<file path="src/ffpa_pkg.sv">
// Shared types, codes and field widths for the first-fit page-run allocator.
package ffpa_pkg;

	localparam int USER_PAGE_COUNT_DEF = 512;
	localparam int PAGE_BYTES_DEF      = 4096;

	localparam int OP_W   = 2;
	localparam int SIZE_W = 22;
	localparam int ADDR_W = 23;
	localparam int BASE_W = 10;
	localparam int USED_W = 10;
	localparam int TAG_W  = 8;

	localparam logic [BASE_W-1:0] BASE_RST = 10'd530;

	localparam logic [OP_W-1:0] OP_ALLOC = 2'd0;
	localparam logic [OP_W-1:0] OP_FREE  = 2'd1;
	localparam logic [OP_W-1:0] OP_COUNT = 2'd2;

	typedef struct packed {
		logic [USED_W-1:0] used_pages;
		logic [ADDR_W-1:0] block_address;
		logic              status;
	} res_t;

endpackage

</file>
<file path="src/ffpa_owner_ram.sv">
// Owner map storage: one write port, one read port, registered read data.
module ffpa_owner_ram #(
	parameter int DEPTH = ffpa_pkg::USER_PAGE_COUNT_DEF,
	localparam int AW = $clog2(DEPTH)
) (
	input  logic                       clk,
	input  logic                       wr_en,
	input  logic [AW-1:0]              wr_addr,
	input  logic [ffpa_pkg::TAG_W-1:0] wr_data,
	input  logic                       rd_en,
	input  logic [AW-1:0]              rd_addr,
	output logic [ffpa_pkg::TAG_W-1:0] rd_data
);

	logic [ffpa_pkg::TAG_W-1:0] mem [DEPTH];

	always_ff @(posedge clk) begin
		if (wr_en) begin
			mem[wr_addr] <= wr_data;
		end
	end

	always_ff @(posedge clk) begin
		if (rd_en) begin
			rd_data <= mem[rd_addr];
		end
	end

endmodule

</file>
<file path="src/ffpa_ctrl.sv">
// Request sequencer: clear pass, first-fit scan, run fill and run free over the owner map.
module ffpa_ctrl #(
	parameter int USER_PAGE_COUNT = ffpa_pkg::USER_PAGE_COUNT_DEF,
	parameter int PAGE_BYTES      = ffpa_pkg::PAGE_BYTES_DEF,
	localparam int IDX_W = $clog2(USER_PAGE_COUNT)
) (
	input  logic                        clk,
	input  logic                        arst_n,
	input  logic [ffpa_pkg::BASE_W-1:0] base_page,
	input  logic                        req_valid,
	output logic                        req_ready,
	input  logic [ffpa_pkg::OP_W-1:0]   req_op,
	input  logic [ffpa_pkg::SIZE_W-1:0] req_size,
	input  logic [ffpa_pkg::ADDR_W-1:0] req_addr,
	output logic                        res_valid,
	input  logic                        res_ready,
	output ffpa_pkg::res_t              res,
	output logic                        mem_wr_en,
	output logic [IDX_W-1:0]            mem_wr_addr,
	output logic [ffpa_pkg::TAG_W-1:0]  mem_wr_data,
	output logic                        mem_rd_en,
	output logic [IDX_W-1:0]            mem_rd_addr,
	input  logic [ffpa_pkg::TAG_W-1:0]  mem_rd_data
);

	localparam int PB_SH  = $clog2(PAGE_BYTES);
	localparam int CNT_W  = $clog2(USER_PAGE_COUNT + 1);
	localparam int PGS_W  = ffpa_pkg::SIZE_W - PB_SH + 1;
	localparam int CMP_W  = (PGS_W > CNT_W ? PGS_W : CNT_W) + 1;
	localparam int PG_W   = ffpa_pkg::ADDR_W - PB_SH;
	localparam int DM_W   = PG_W > ffpa_pkg::BASE_W ? PG_W : ffpa_pkg::BASE_W;
	localparam int DEC_W  = (DM_W > CNT_W ? DM_W : CNT_W) + 1;
	localparam int SUM_W  = (IDX_W > ffpa_pkg::BASE_W ? IDX_W : ffpa_pkg::BASE_W) + 1;
	localparam int WIDE_W = SUM_W + PB_SH + ffpa_pkg::ADDR_W;

	localparam logic [IDX_W-1:0] LAST_IDX = IDX_W'(USER_PAGE_COUNT - 1);
	localparam logic [CNT_W-1:0] N_CNT    = CNT_W'(USER_PAGE_COUNT);

	localparam logic [2:0] ST_CLEAR = 3'd0;
	localparam logic [2:0] ST_IDLE  = 3'd1;
	localparam logic [2:0] ST_SCAN  = 3'd2;
	localparam logic [2:0] ST_FILL  = 3'd3;
	localparam logic [2:0] ST_FREE  = 3'd4;
	localparam logic [2:0] ST_DONE  = 3'd5;

	logic [2:0]                 state_q;
	logic [CNT_W-1:0]           ptr_q;
	logic                       rd_vld_s1;
	logic [IDX_W-1:0]           rd_idx_s1;
	logic [CNT_W-1:0]           run_q;
	logic [CNT_W-1:0]           pages_q;
	logic [ffpa_pkg::TAG_W-1:0] tag_q;
	logic                       first_q;
	logic [IDX_W-1:0]           end_q;
	logic [IDX_W-1:0]           start_q;
	logic [ffpa_pkg::TAG_W-1:0] next_tag_q;
	logic [CNT_W-1:0]           used_q;
	logic                       status_q;
	logic [ffpa_pkg::ADDR_W-1:0] baddr_q;

	logic                 accept;
	logic [PGS_W-1:0]     pages_w;
	logic                 size_zero;
	logic                 too_big;
	logic [PG_W-1:0]      fpage;
	logic [DEC_W-1:0]     fidx;
	logic                 below_base;
	logic                 beyond_map;
	logic [CNT_W-1:0]     run_n;
	logic                 hit;
	logic [CNT_W:0]       start_x;
	logic                 tag_hit;
	logic [SUM_W-1:0]     page_sum;
	logic [WIDE_W-1:0]    byte_wide;
	logic [CNT_W+ffpa_pkg::USED_W-1:0] used_wide;

	assign req_ready = (state_q == ST_IDLE);
	assign accept    = req_valid && req_ready;

	// Round the byte size up to whole pages.
	assign pages_w   = PGS_W'(req_size >> PB_SH) + PGS_W'(|req_size[PB_SH-1:0]);
	assign size_zero = (req_size == '0);
	assign too_big   = CMP_W'(pages_w) > CMP_W'(USER_PAGE_COUNT);

	// Free address to map index.
	assign fpage      = PG_W'(req_addr >> PB_SH);
	assign below_base = DEC_W'(fpage) < DEC_W'(base_page);
	assign fidx       = DEC_W'(fpage) - DEC_W'(base_page);
	assign beyond_map = fidx >= DEC_W'(USER_PAGE_COUNT);

	assign run_n   = (mem_rd_data == '0) ? run_q + CNT_W'(1) : '0;
	assign hit     = (run_n == pages_q);
	assign start_x = (CNT_W+1)'(rd_idx_s1) + (CNT_W+1)'(1) - (CNT_W+1)'(run_n);
	assign tag_hit = first_q ? (mem_rd_data != '0) : (mem_rd_data == tag_q);

	assign page_sum  = SUM_W'(start_q) + SUM_W'(base_page);
	assign byte_wide = WIDE_W'(page_sum) << PB_SH;
	assign used_wide = (CNT_W+ffpa_pkg::USED_W)'(used_q);

	always_comb begin
		mem_rd_en   = ((state_q == ST_SCAN) || (state_q == ST_FREE)) && (ptr_q < N_CNT);
		mem_rd_addr = ptr_q[IDX_W-1:0];
		mem_wr_en   = 1'b0;
		mem_wr_addr = ptr_q[IDX_W-1:0];
		mem_wr_data = '0;
		case (state_q)
			ST_CLEAR: begin
				mem_wr_en = 1'b1;
			end
			ST_FILL: begin
				mem_wr_en   = 1'b1;
				mem_wr_data = next_tag_q;
			end
			ST_FREE: begin
				mem_wr_en   = rd_vld_s1 && tag_hit;
				mem_wr_addr = rd_idx_s1;
			end
			default: begin
				mem_wr_en = 1'b0;
			end
		endcase
	end

	assign res_valid         = (state_q == ST_DONE);
	assign res.status        = status_q;
	assign res.block_address = baddr_q;
	assign res.used_pages    = used_wide[ffpa_pkg::USED_W-1:0];

	always_ff @(posedge clk or negedge arst_n) begin
		if (!arst_n) begin
			state_q    <= ST_CLEAR;
			ptr_q      <= '0;
			rd_vld_s1  <= 1'b0;
			run_q      <= '0;
			first_q    <= 1'b0;
			next_tag_q <= ffpa_pkg::TAG_W'(1);
			used_q     <= '0;
		end else begin
			rd_vld_s1 <= mem_rd_en;
			case (state_q)
				ST_CLEAR: begin
					if (ptr_q[IDX_W-1:0] == LAST_IDX) begin
						state_q <= ST_IDLE;
					end else begin
						ptr_q <= ptr_q + CNT_W'(1);
					end
				end
				ST_IDLE: begin
					if (accept) begin
						case (req_op)
							ffpa_pkg::OP_ALLOC: begin
								if (size_zero || too_big) begin
									state_q <= ST_DONE;
								end else begin
									ptr_q   <= '0;
									run_q   <= '0;
									state_q <= ST_SCAN;
								end
							end
							ffpa_pkg::OP_FREE: begin
								if (below_base || beyond_map) begin
									state_q <= ST_DONE;
								end else begin
									ptr_q   <= fidx[CNT_W-1:0];
									first_q <= 1'b1;
									state_q <= ST_FREE;
								end
							end
							default: begin
								state_q <= ST_DONE;
							end
						endcase
					end
				end
				ST_SCAN: begin
					// rewind to the run start on a hit, else advance the read pointer
					if (rd_vld_s1 && hit) begin
						ptr_q <= CNT_W'(start_x[IDX_W-1:0]);
					end else if (mem_rd_en) begin
						ptr_q <= ptr_q + CNT_W'(1);
					end
					if (rd_vld_s1) begin
						run_q <= run_n;
						if (hit) begin
							state_q <= ST_FILL;
						end else if (rd_idx_s1 == LAST_IDX) begin
							state_q <= ST_DONE;
						end
					end
				end
				ST_FILL: begin
					used_q <= used_q + CNT_W'(1);
					if (ptr_q[IDX_W-1:0] == end_q) begin
						next_tag_q <= (next_tag_q == '1) ? ffpa_pkg::TAG_W'(1)
						                                 : next_tag_q + ffpa_pkg::TAG_W'(1);
						state_q    <= ST_DONE;
					end else begin
						ptr_q <= ptr_q + CNT_W'(1);
					end
				end
				ST_FREE: begin
					if (mem_rd_en) begin
						ptr_q <= ptr_q + CNT_W'(1);
					end
					if (rd_vld_s1) begin
						first_q <= 1'b0;
						if (tag_hit) begin
							used_q <= used_q - CNT_W'(1);
							if (rd_idx_s1 == LAST_IDX) begin
								state_q <= ST_DONE;
							end
						end else begin
							state_q <= ST_DONE;
						end
					end
				end
				ST_DONE: begin
					if (res_ready) begin
						state_q <= ST_IDLE;
					end
				end
				default: begin
					state_q <= ST_IDLE;
				end
			endcase
		end
	end

	always_ff @(posedge clk) begin
		rd_idx_s1 <= mem_rd_addr;
		if (accept) begin
			status_q <= (req_op != ffpa_pkg::OP_COUNT);
			baddr_q  <= '0;
			pages_q  <= CNT_W'(pages_w);
		end
		if ((state_q == ST_SCAN) && rd_vld_s1 && hit) begin
			end_q   <= rd_idx_s1;
			start_q <= start_x[IDX_W-1:0];
		end
		if ((state_q == ST_FILL) && (ptr_q[IDX_W-1:0] == end_q)) begin
			status_q <= 1'b0;
			baddr_q  <= byte_wide[ffpa_pkg::ADDR_W-1:0];
		end
		if ((state_q == ST_FREE) && rd_vld_s1 && first_q) begin
			tag_q <= mem_rd_data;
			if (tag_hit) begin
				status_q <= 1'b0;
			end
		end
	end

	a_no_rw_same_entry: assert property (@(posedge clk) disable iff (!arst_n)
		(mem_wr_en && mem_rd_en) |-> (mem_wr_addr != mem_rd_addr))
		else $error("owner map read and write hit the same entry");

	a_used_bounded: assert property (@(posedge clk) disable iff (!arst_n)
		used_q <= N_CNT)
		else $error("used page count above map size");

	a_tag_nonzero: assert property (@(posedge clk) disable iff (!arst_n)
		next_tag_q != '0)
		else $error("next tag is zero");

	a_free_has_used: assert property (@(posedge clk) disable iff (!arst_n)
		((state_q == ST_FREE) && rd_vld_s1 && tag_hit) |-> (used_q != '0))
		else $error("free clears a page while the used count is zero");

endmodule

</file>
<file path="src/first_fit_page_run_allocator.sv">
// Top level of the first-fit page-run allocator: stream ports, base register, result stage.
//
// One request beat in, one result beat out. The owner map (one 8-bit tag per
// user page) sits in a single-port-write, single-port-read memory with
// registered read data, and allocate and free requests walk it one entry per
// cycle. After reset the block first zeroes the whole map and holds s_tready
// low until that pass is done; base_page writes are taken meanwhile. Allocate
// scans for the first free run that fits, reading one entry per cycle, then
// fills that run, writing one tag per cycle; a miss scans the whole map. Free
// clears forward from the given page while the owner tag matches, one clear
// per cycle. Zero-size or oversized allocates, and frees that fall below
// base_page or past the map, return without a map walk. The result sits in an
// output register, so the next request is accepted while an earlier result
// still waits on m_tready. Write base_page only while no request is outstanding.
module first_fit_page_run_allocator #(
	parameter int USER_PAGE_COUNT = ffpa_pkg::USER_PAGE_COUNT_DEF,
	parameter int PAGE_BYTES      = ffpa_pkg::PAGE_BYTES_DEF
) (
	input  logic        clk,
	input  logic        arst_n,
	// base page register
	input  logic        cfg_wr_en,
	input  logic [9:0]  cfg_wr_data,
	// request stream
	input  logic        s_tvalid,
	output logic        s_tready,
	input  logic [47:0] s_tdata,   // [21:0] size_bytes, [44:22] address, rest zero
	input  logic [1:0]  s_tuser,   // [1:0] operation
	// result stream
	output logic        m_tvalid,
	input  logic        m_tready,
	output logic [39:0] m_tdata    // [0] status, [23:1] block_address, [33:24] used_pages
);

	localparam int IDX_W = $clog2(USER_PAGE_COUNT);

	logic [ffpa_pkg::BASE_W-1:0] base_q;

	logic                       res_valid;
	logic                       res_ready;
	ffpa_pkg::res_t             res;
	ffpa_pkg::res_t             out_q;
	logic                       out_vld_q;

	logic                       mem_wr_en;
	logic [IDX_W-1:0]           mem_wr_addr;
	logic [ffpa_pkg::TAG_W-1:0] mem_wr_data;
	logic                       mem_rd_en;
	logic [IDX_W-1:0]           mem_rd_addr;
	logic [ffpa_pkg::TAG_W-1:0] mem_rd_data;

	// Base page register: plain write, no read-back.
	always_ff @(posedge clk or negedge arst_n) begin
		if (!arst_n) begin
			base_q <= ffpa_pkg::BASE_RST;
		end else if (cfg_wr_en) begin
			base_q <= cfg_wr_data;
		end
	end

	ffpa_ctrl #(
		.USER_PAGE_COUNT (USER_PAGE_COUNT),
		.PAGE_BYTES      (PAGE_BYTES)
	) u_ctrl (
		.clk         (clk),
		.arst_n      (arst_n),
		.base_page   (base_q),
		.req_valid   (s_tvalid),
		.req_ready   (s_tready),
		.req_op      (s_tuser),
		.req_size    (s_tdata[21:0]),
		.req_addr    (s_tdata[44:22]),
		.res_valid   (res_valid),
		.res_ready   (res_ready),
		.res         (res),
		.mem_wr_en   (mem_wr_en),
		.mem_wr_addr (mem_wr_addr),
		.mem_wr_data (mem_wr_data),
		.mem_rd_en   (mem_rd_en),
		.mem_rd_addr (mem_rd_addr),
		.mem_rd_data (mem_rd_data)
	);

	ffpa_owner_ram #(
		.DEPTH (USER_PAGE_COUNT)
	) u_owner_ram (
		.clk     (clk),
		.wr_en   (mem_wr_en),
		.wr_addr (mem_wr_addr),
		.wr_data (mem_wr_data),
		.rd_en   (mem_rd_en),
		.rd_addr (mem_rd_addr),
		.rd_data (mem_rd_data)
	);

	// Output stage: take a new result when empty or when the held beat leaves.
	assign res_ready = !out_vld_q || m_tready;

	always_ff @(posedge clk or negedge arst_n) begin
		if (!arst_n) begin
			out_vld_q <= 1'b0;
		end else if (res_ready) begin
			out_vld_q <= res_valid;
		end
	end

	always_ff @(posedge clk) begin
		if (res_valid && res_ready) begin
			out_q <= res;
		end
	end

	assign m_tvalid = out_vld_q;
	assign m_tdata  = {6'd0, out_q.used_pages, out_q.block_address, out_q.status};

endmodule

</file>
<file path="config.mk">
export PLATFORM = sky130hd
export DESIGN_NAME = first_fit_page_run_allocator
export DESIGN_NICKNAME = d
export VERILOG_FILES = /design/src/ffpa_pkg.sv /design/src/ffpa_owner_ram.sv /design/src/ffpa_ctrl.sv /design/src/first_fit_page_run_allocator.sv
export SDC_FILE = /design/constraint.sdc
export NUM_CORES = 2
export LEC_CHECK = 0
export BUFFER_PORTS_ARGS = -buffer_cell sky130_fd_sc_hd__buf_2
export CAP_MARGIN = 10
export CORE_MARGIN = 2
export CORE_UTILIZATION = 48
export CTS_BUF_LIST = sky130_fd_sc_hd__clkbuf_8
export DETAILED_ROUTE_END_ITERATION = 8
export PLACE_DENSITY = 0.66
export SLEW_MARGIN = 20
export SYNTH_ARGS = -nofsm -noshare
export SYNTH_HDL_FRONTEND = slang
export SYNTH_SLANG_ARGS = --single-unit
</file>
<file path="constraint.sdc">
create_clock -name clk -period 9.2 [get_ports clk]
set_clock_uncertainty 0.05 [all_clocks]
set_input_delay 0.46 -clock clk [delete_from_list [all_inputs] [get_ports clk]]
set_output_delay 0.46 -clock clk [all_outputs]
set_load 0.005 [all_outputs]
</file>
==> summary.md <==
| Metric | Value |
|---|---|
| Relative max-transition margin | `0.170` |
| Final number of setup-violating endpoints | `0` |
| First drt pass iteration count | `6` |
| Area grow syn2layout | `11.0%` |
| Largest voltage drop on the vdd net | `about 0.26 mV` |
| Cell type with the highest aggregate area in the netlist | `edfxtp_1` |
| Pins over their slew limit | `0` |
| Filler cell count in the final layout | `25600` |
| Class of the worst hold path | `input port to flip-flop` |
| Combinational power share | `0.192` |
| Summed negative setup slack over all endpoints | `0 ps` |
| Leakage Power | `49.7 nW` |
| Crit path launch type | `flip-flop` |
| Worst Setup Slack post-DPL | `3830 ps` |
| Count of cell types in the netlist | `75` |
| I/O pins | `107` |
| Minimum period implied by the final worst setup slack | `5460 ps` |
| Effective utilization at floorplan | `0.483` |
| Cells after Synth | `about 7500` |
| Reg2Reg Setup Slack | `about 3700 ps` |
| Total buffers and inverters traversed by the critical path | `2` |
| Mean cell area of the mapped netlist | `approximately 22 um^2` |
| Area of the core region | `around 340000 um^2` |
| Clk Tree Root Cell | `clkbuf_8` |
| CP required | `9880 ps` |
| Largest delay share family, worst path | `simple AND/OR/NAND/NOR gates` |
| R2R cell count | `9` |
| Overall routed net length | `between 300 and 400 mm` |
| Chip width | `592 um` |
| Most common cell after layout, fill and taps aside | `edfxtp_1` |
| Drt first-iter violations | `between 9000 and 10000` |
| Sequential fraction of design power | `0.486` |
| Number of global-route vias before repair | `~80000` |
| Worst Path Arrival | `approximately 6200 ps` |
| Total clock buffers created by CTS | `approximately 650` |
| Number of antenna violations at the first check in global routing | `9` |
| Combined global-route utilization of all metal layers | `0.221` |
| Number of vias in the routed layout | `79300` |
| Cell with the largest stage delay on the worst path | `nand3_4` |
| HP Start | `s_tdata[39]` |
| Total of warnings raised by yosys | `0` |
| Die Height | `around 590 um` |
| Switching share of total power | `0.288` |
| Internal power of the cells | `31.6 mW` |
| Cell Area, Synth | `approximately 170000 um^2` |
| Highest-count cells in the layout ignoring fill and taps | `4173 x edfxtp_1, 1297 x mux4_2, 663 x clkbuf_8` |
| Post-route worst hold slack | `121 ps` |
| Average via count per standard cell | `just over 6` |
| Highest Clock Rate | `0.183 GHz` |
| Crit Path Class | `flip-flop to flip-flop` |
| Net switching power of the design | `12.8 mW` |
| Layout cell share with drive strength beyond 1 | `0.277` |
| Share of the cycle needed by the critical path after routing | `0.594` |
| CP max FO | `20` |
| Transition at the pin with the smallest max-transition slack | `approximately 1200 ps` |
| Top flip-flop cell by instance count after synthesis | `edfxtp_1` |
| Proportion of synthesized chip area in sequential cells | `0.764` |
| Area share of the largest cell type after synthesis | `0.755` |
| Footprint of the flip-flops and latches | `~130000 um^2` |
| Number of cells on the worst hold path | `6` |
| Destination of the worst hold path | `u_ctrl.ptr_q[5]` |
| Post-route setup slack | `roughly 3700 ps` |
| # rows | `215` |
| Clock transition time at the flip-flop clock pins of the worst setup and hold paths | `~70 ps` |
| R2r startpoint | `u_owner_ram.rd_data[1]` |
| Number of nets still failing antenna checks after routing | `0` |
| Count of maximum capacitance violations | `0` |
| End of the worst register-to-register path | `u_owner_ram.mem[3][1]` |
| Setup repair after global routing missed its margin | `no` |
| Maximum number of pins on one net before global-route repair | `approximately 230` |
| First-pass GRT wire length | `562 mm` |
| Grt ovf | `0` |
| Register bit count reported by yosys | `roughly 4200` |
| Async S/R FF share, synth | `0.0127` |
| Crit end category | `flip-flop` |
| Clk pwr share | `0.322` |
| Post-route core utilization | `0.536` |
| Crit-path most repeated cell | `buf_4` |
| Number of nets in the final layout | `8068` |
| Crit-path cells | `xnor2_1, nand4_1, o31ai_1, a31oi_2, o31ai_4, buf_4, nand3_4, buf_4, nor2_1` |
| Placed cell areas | `about 170000 um^2` |
| Non-Filler Cell Area, Final | `about 180000 um^2` |
| CP max stage delay | `820 ps` |
| CTS max path bufs | `4` |
| Clock sink count | `4237` |
| Final number of hold-violating endpoints | `0` |
| Result of the run | `completed` |
| GPL Wtd Cong | `approximately 0.85` |
| Number of design rule violations left after detail routing | `0` |
| HPWL after DPL | `about 220 mm` |
| Final routed wire length divided by cell count | `30.0 um` |
| Area of the multi-input gates | `about 37000 um^2` |
| CTS tree | `done` |
| Input/output buffers | `between 70 and 80` |
| Number of H-tree branching levels | `6` |
| Area enclosed by the die boundary | `roughly 350000 um^2` |
| Post-synth EDFFs | `around 4200` |
| Top cells by area in the synthesized netlist | `edfxtp_1 75%, mux4_2 18%, nor2_1 1.3%, dfrtp_1 0.75%, clkbuf_1 0.55%` |
| Pwr/cell area | `241 nW/um^2` |
| Clock latency on the worst-skew pair | `1200 ps` |
-- timing repair --
| action | 4_1_cts | 5_1_grt |
|---|---|---|
| hold buffers | 78 | 0 |
| endpoints found under the setup margin | 0 | 0 |
| buffers inserted | 0 | 0 |
| resized for setup | 0 | 0 |
| hold endpoints to repair | 132 | 0 |
-- final cells by class --
type | instances | area share
sequential | 4237 | 0.689
tap | 4557 | 0.0309
multi-input combinational | 2742 | 0.203
inverter | 46 | 0.000937
clock buffer | 663 | 0.0495
antenna | 3 | 0.0000407
timing repair buffer | 273 | 0.0128
clock inverter | 480 | 0.0137
-- sequential cells by signal, summed over array words and instances, names as in the netlist, 8 cells and up --
register,cells
u_ctrl.baddr_q,11
u_owner_ram.rd_data,8
u_ctrl.end_q,9
u_owner_ram.mem,4096
base_q,10
u_ctrl.pages_q,10
u_ctrl.ptr_q,10
u_ctrl.start_q,9
u_ctrl.rd_idx_s1,9
u_ctrl.next_tag_q,8
u_ctrl.used_q,10
u_ctrl.tag_q,8
u_ctrl.run_q,10
m_tdata,22
-- worst max-delay path by stage --
stage / start / endpoint / slack, ps / cells past startpoint
floorplan: u_ctrl.state_q[0] / u_owner_ram.mem[0][1] / 100 / 4
global placement: u_ctrl.ptr_q[0] / u_owner_ram.rd_data[6] / 3790 / 9
detailed placement: u_ctrl.ptr_q[0] / u_owner_ram.rd_data[6] / 3830 / 9
CTS: u_owner_ram.rd_data[1] / u_owner_ram.mem[3][3] / 3810 / 9
global route: u_ctrl.ptr_q[0] / u_owner_ram.rd_data[6] / 3550 / 9
finish: u_owner_ram.rd_data[1] / u_owner_ram.mem[3][1] / 3740 / 9
-- logic make-up after synthesis --
group | share of synthesized area
other cells | 0.0000226
mux | 0.178
buf+inv | 0.0124
flops | 0.764
xor+xnor | 0.00380
simple gates | 0.0240
fa+ha+maj | 0.00410
compound gates | 0.0131
-- cells in the mapped netlist, types with 9 or more instances --
cell type,count
a31oi_1,9
xnor2_1,47
o22ai_1,21
nand3_1,46
o21ai_0,69
and3_1,19
nor3_1,25
edfxtp_1,4173
nor2_1,587
or3_1,13
clkbuf_1,244
buf_2,116
nand2_1,155
mux2i_1,31
o31ai_1,15
inv_1,44
nor2b_1,12
buf_4,21
nor4_1,14
a22oi_1,60
xor2_1,25
dfrtp_1,50
ha_1,48
buf_1,63
mux4_2,1297
a21oi_1,64
dfxtp_1,10
nand4_1,17
a211oi_1,12
nand2b_1,13
-- worst register-to-register path, cell delays in order, from the launching register on --
cell      delay, ps
edfxtp_1        460
xnor2_1         210
nand4_1         280
o31ai_1         620
a31oi_2         490
o31ai_4         180
buf_4           490
nand3_4         860
buf_4           650
nor2_1          750
-- through the flow --
stage | std cells | power, mW
6_report | 13000 | 44.4
5_1_grt | 13000 | 45.9
4_1_cts | 13000 | 44.7
3_5_place_dp | 11800 | 30.5
3_3_place_gp | 11800 | 30.5
2_1_floorplan | 7469 | 27.6
-- metal layers --
| metal | wire length [um] | global-route usage | vias to the layer above |
|---|---|---|---|
| met2 | 185000 | 0.344 | 3764 |
| met5 | 27 | 0 | - |
| li1 | - | - | 32400 |
| met4 | 11800 | 0.0696 | 4 |
| met1 | 158000 | 0.316 | 42500 |
| met3 | 34900 | 0.0463 | 660 |
-- power groups by stage --
stage               registers (mW)  logic [mW]  clock network [mW]
global route                  21.6        8.98                15.3
finish                        21.6        8.53                14.3
global placement              21.9        8.55                   0
floorplan                     21.7        5.94                   0
CTS                           21.5        8.62                14.6
detailed placement            21.9        8.57                   0
Note: power is estimated with default switching activity, not from simulation.
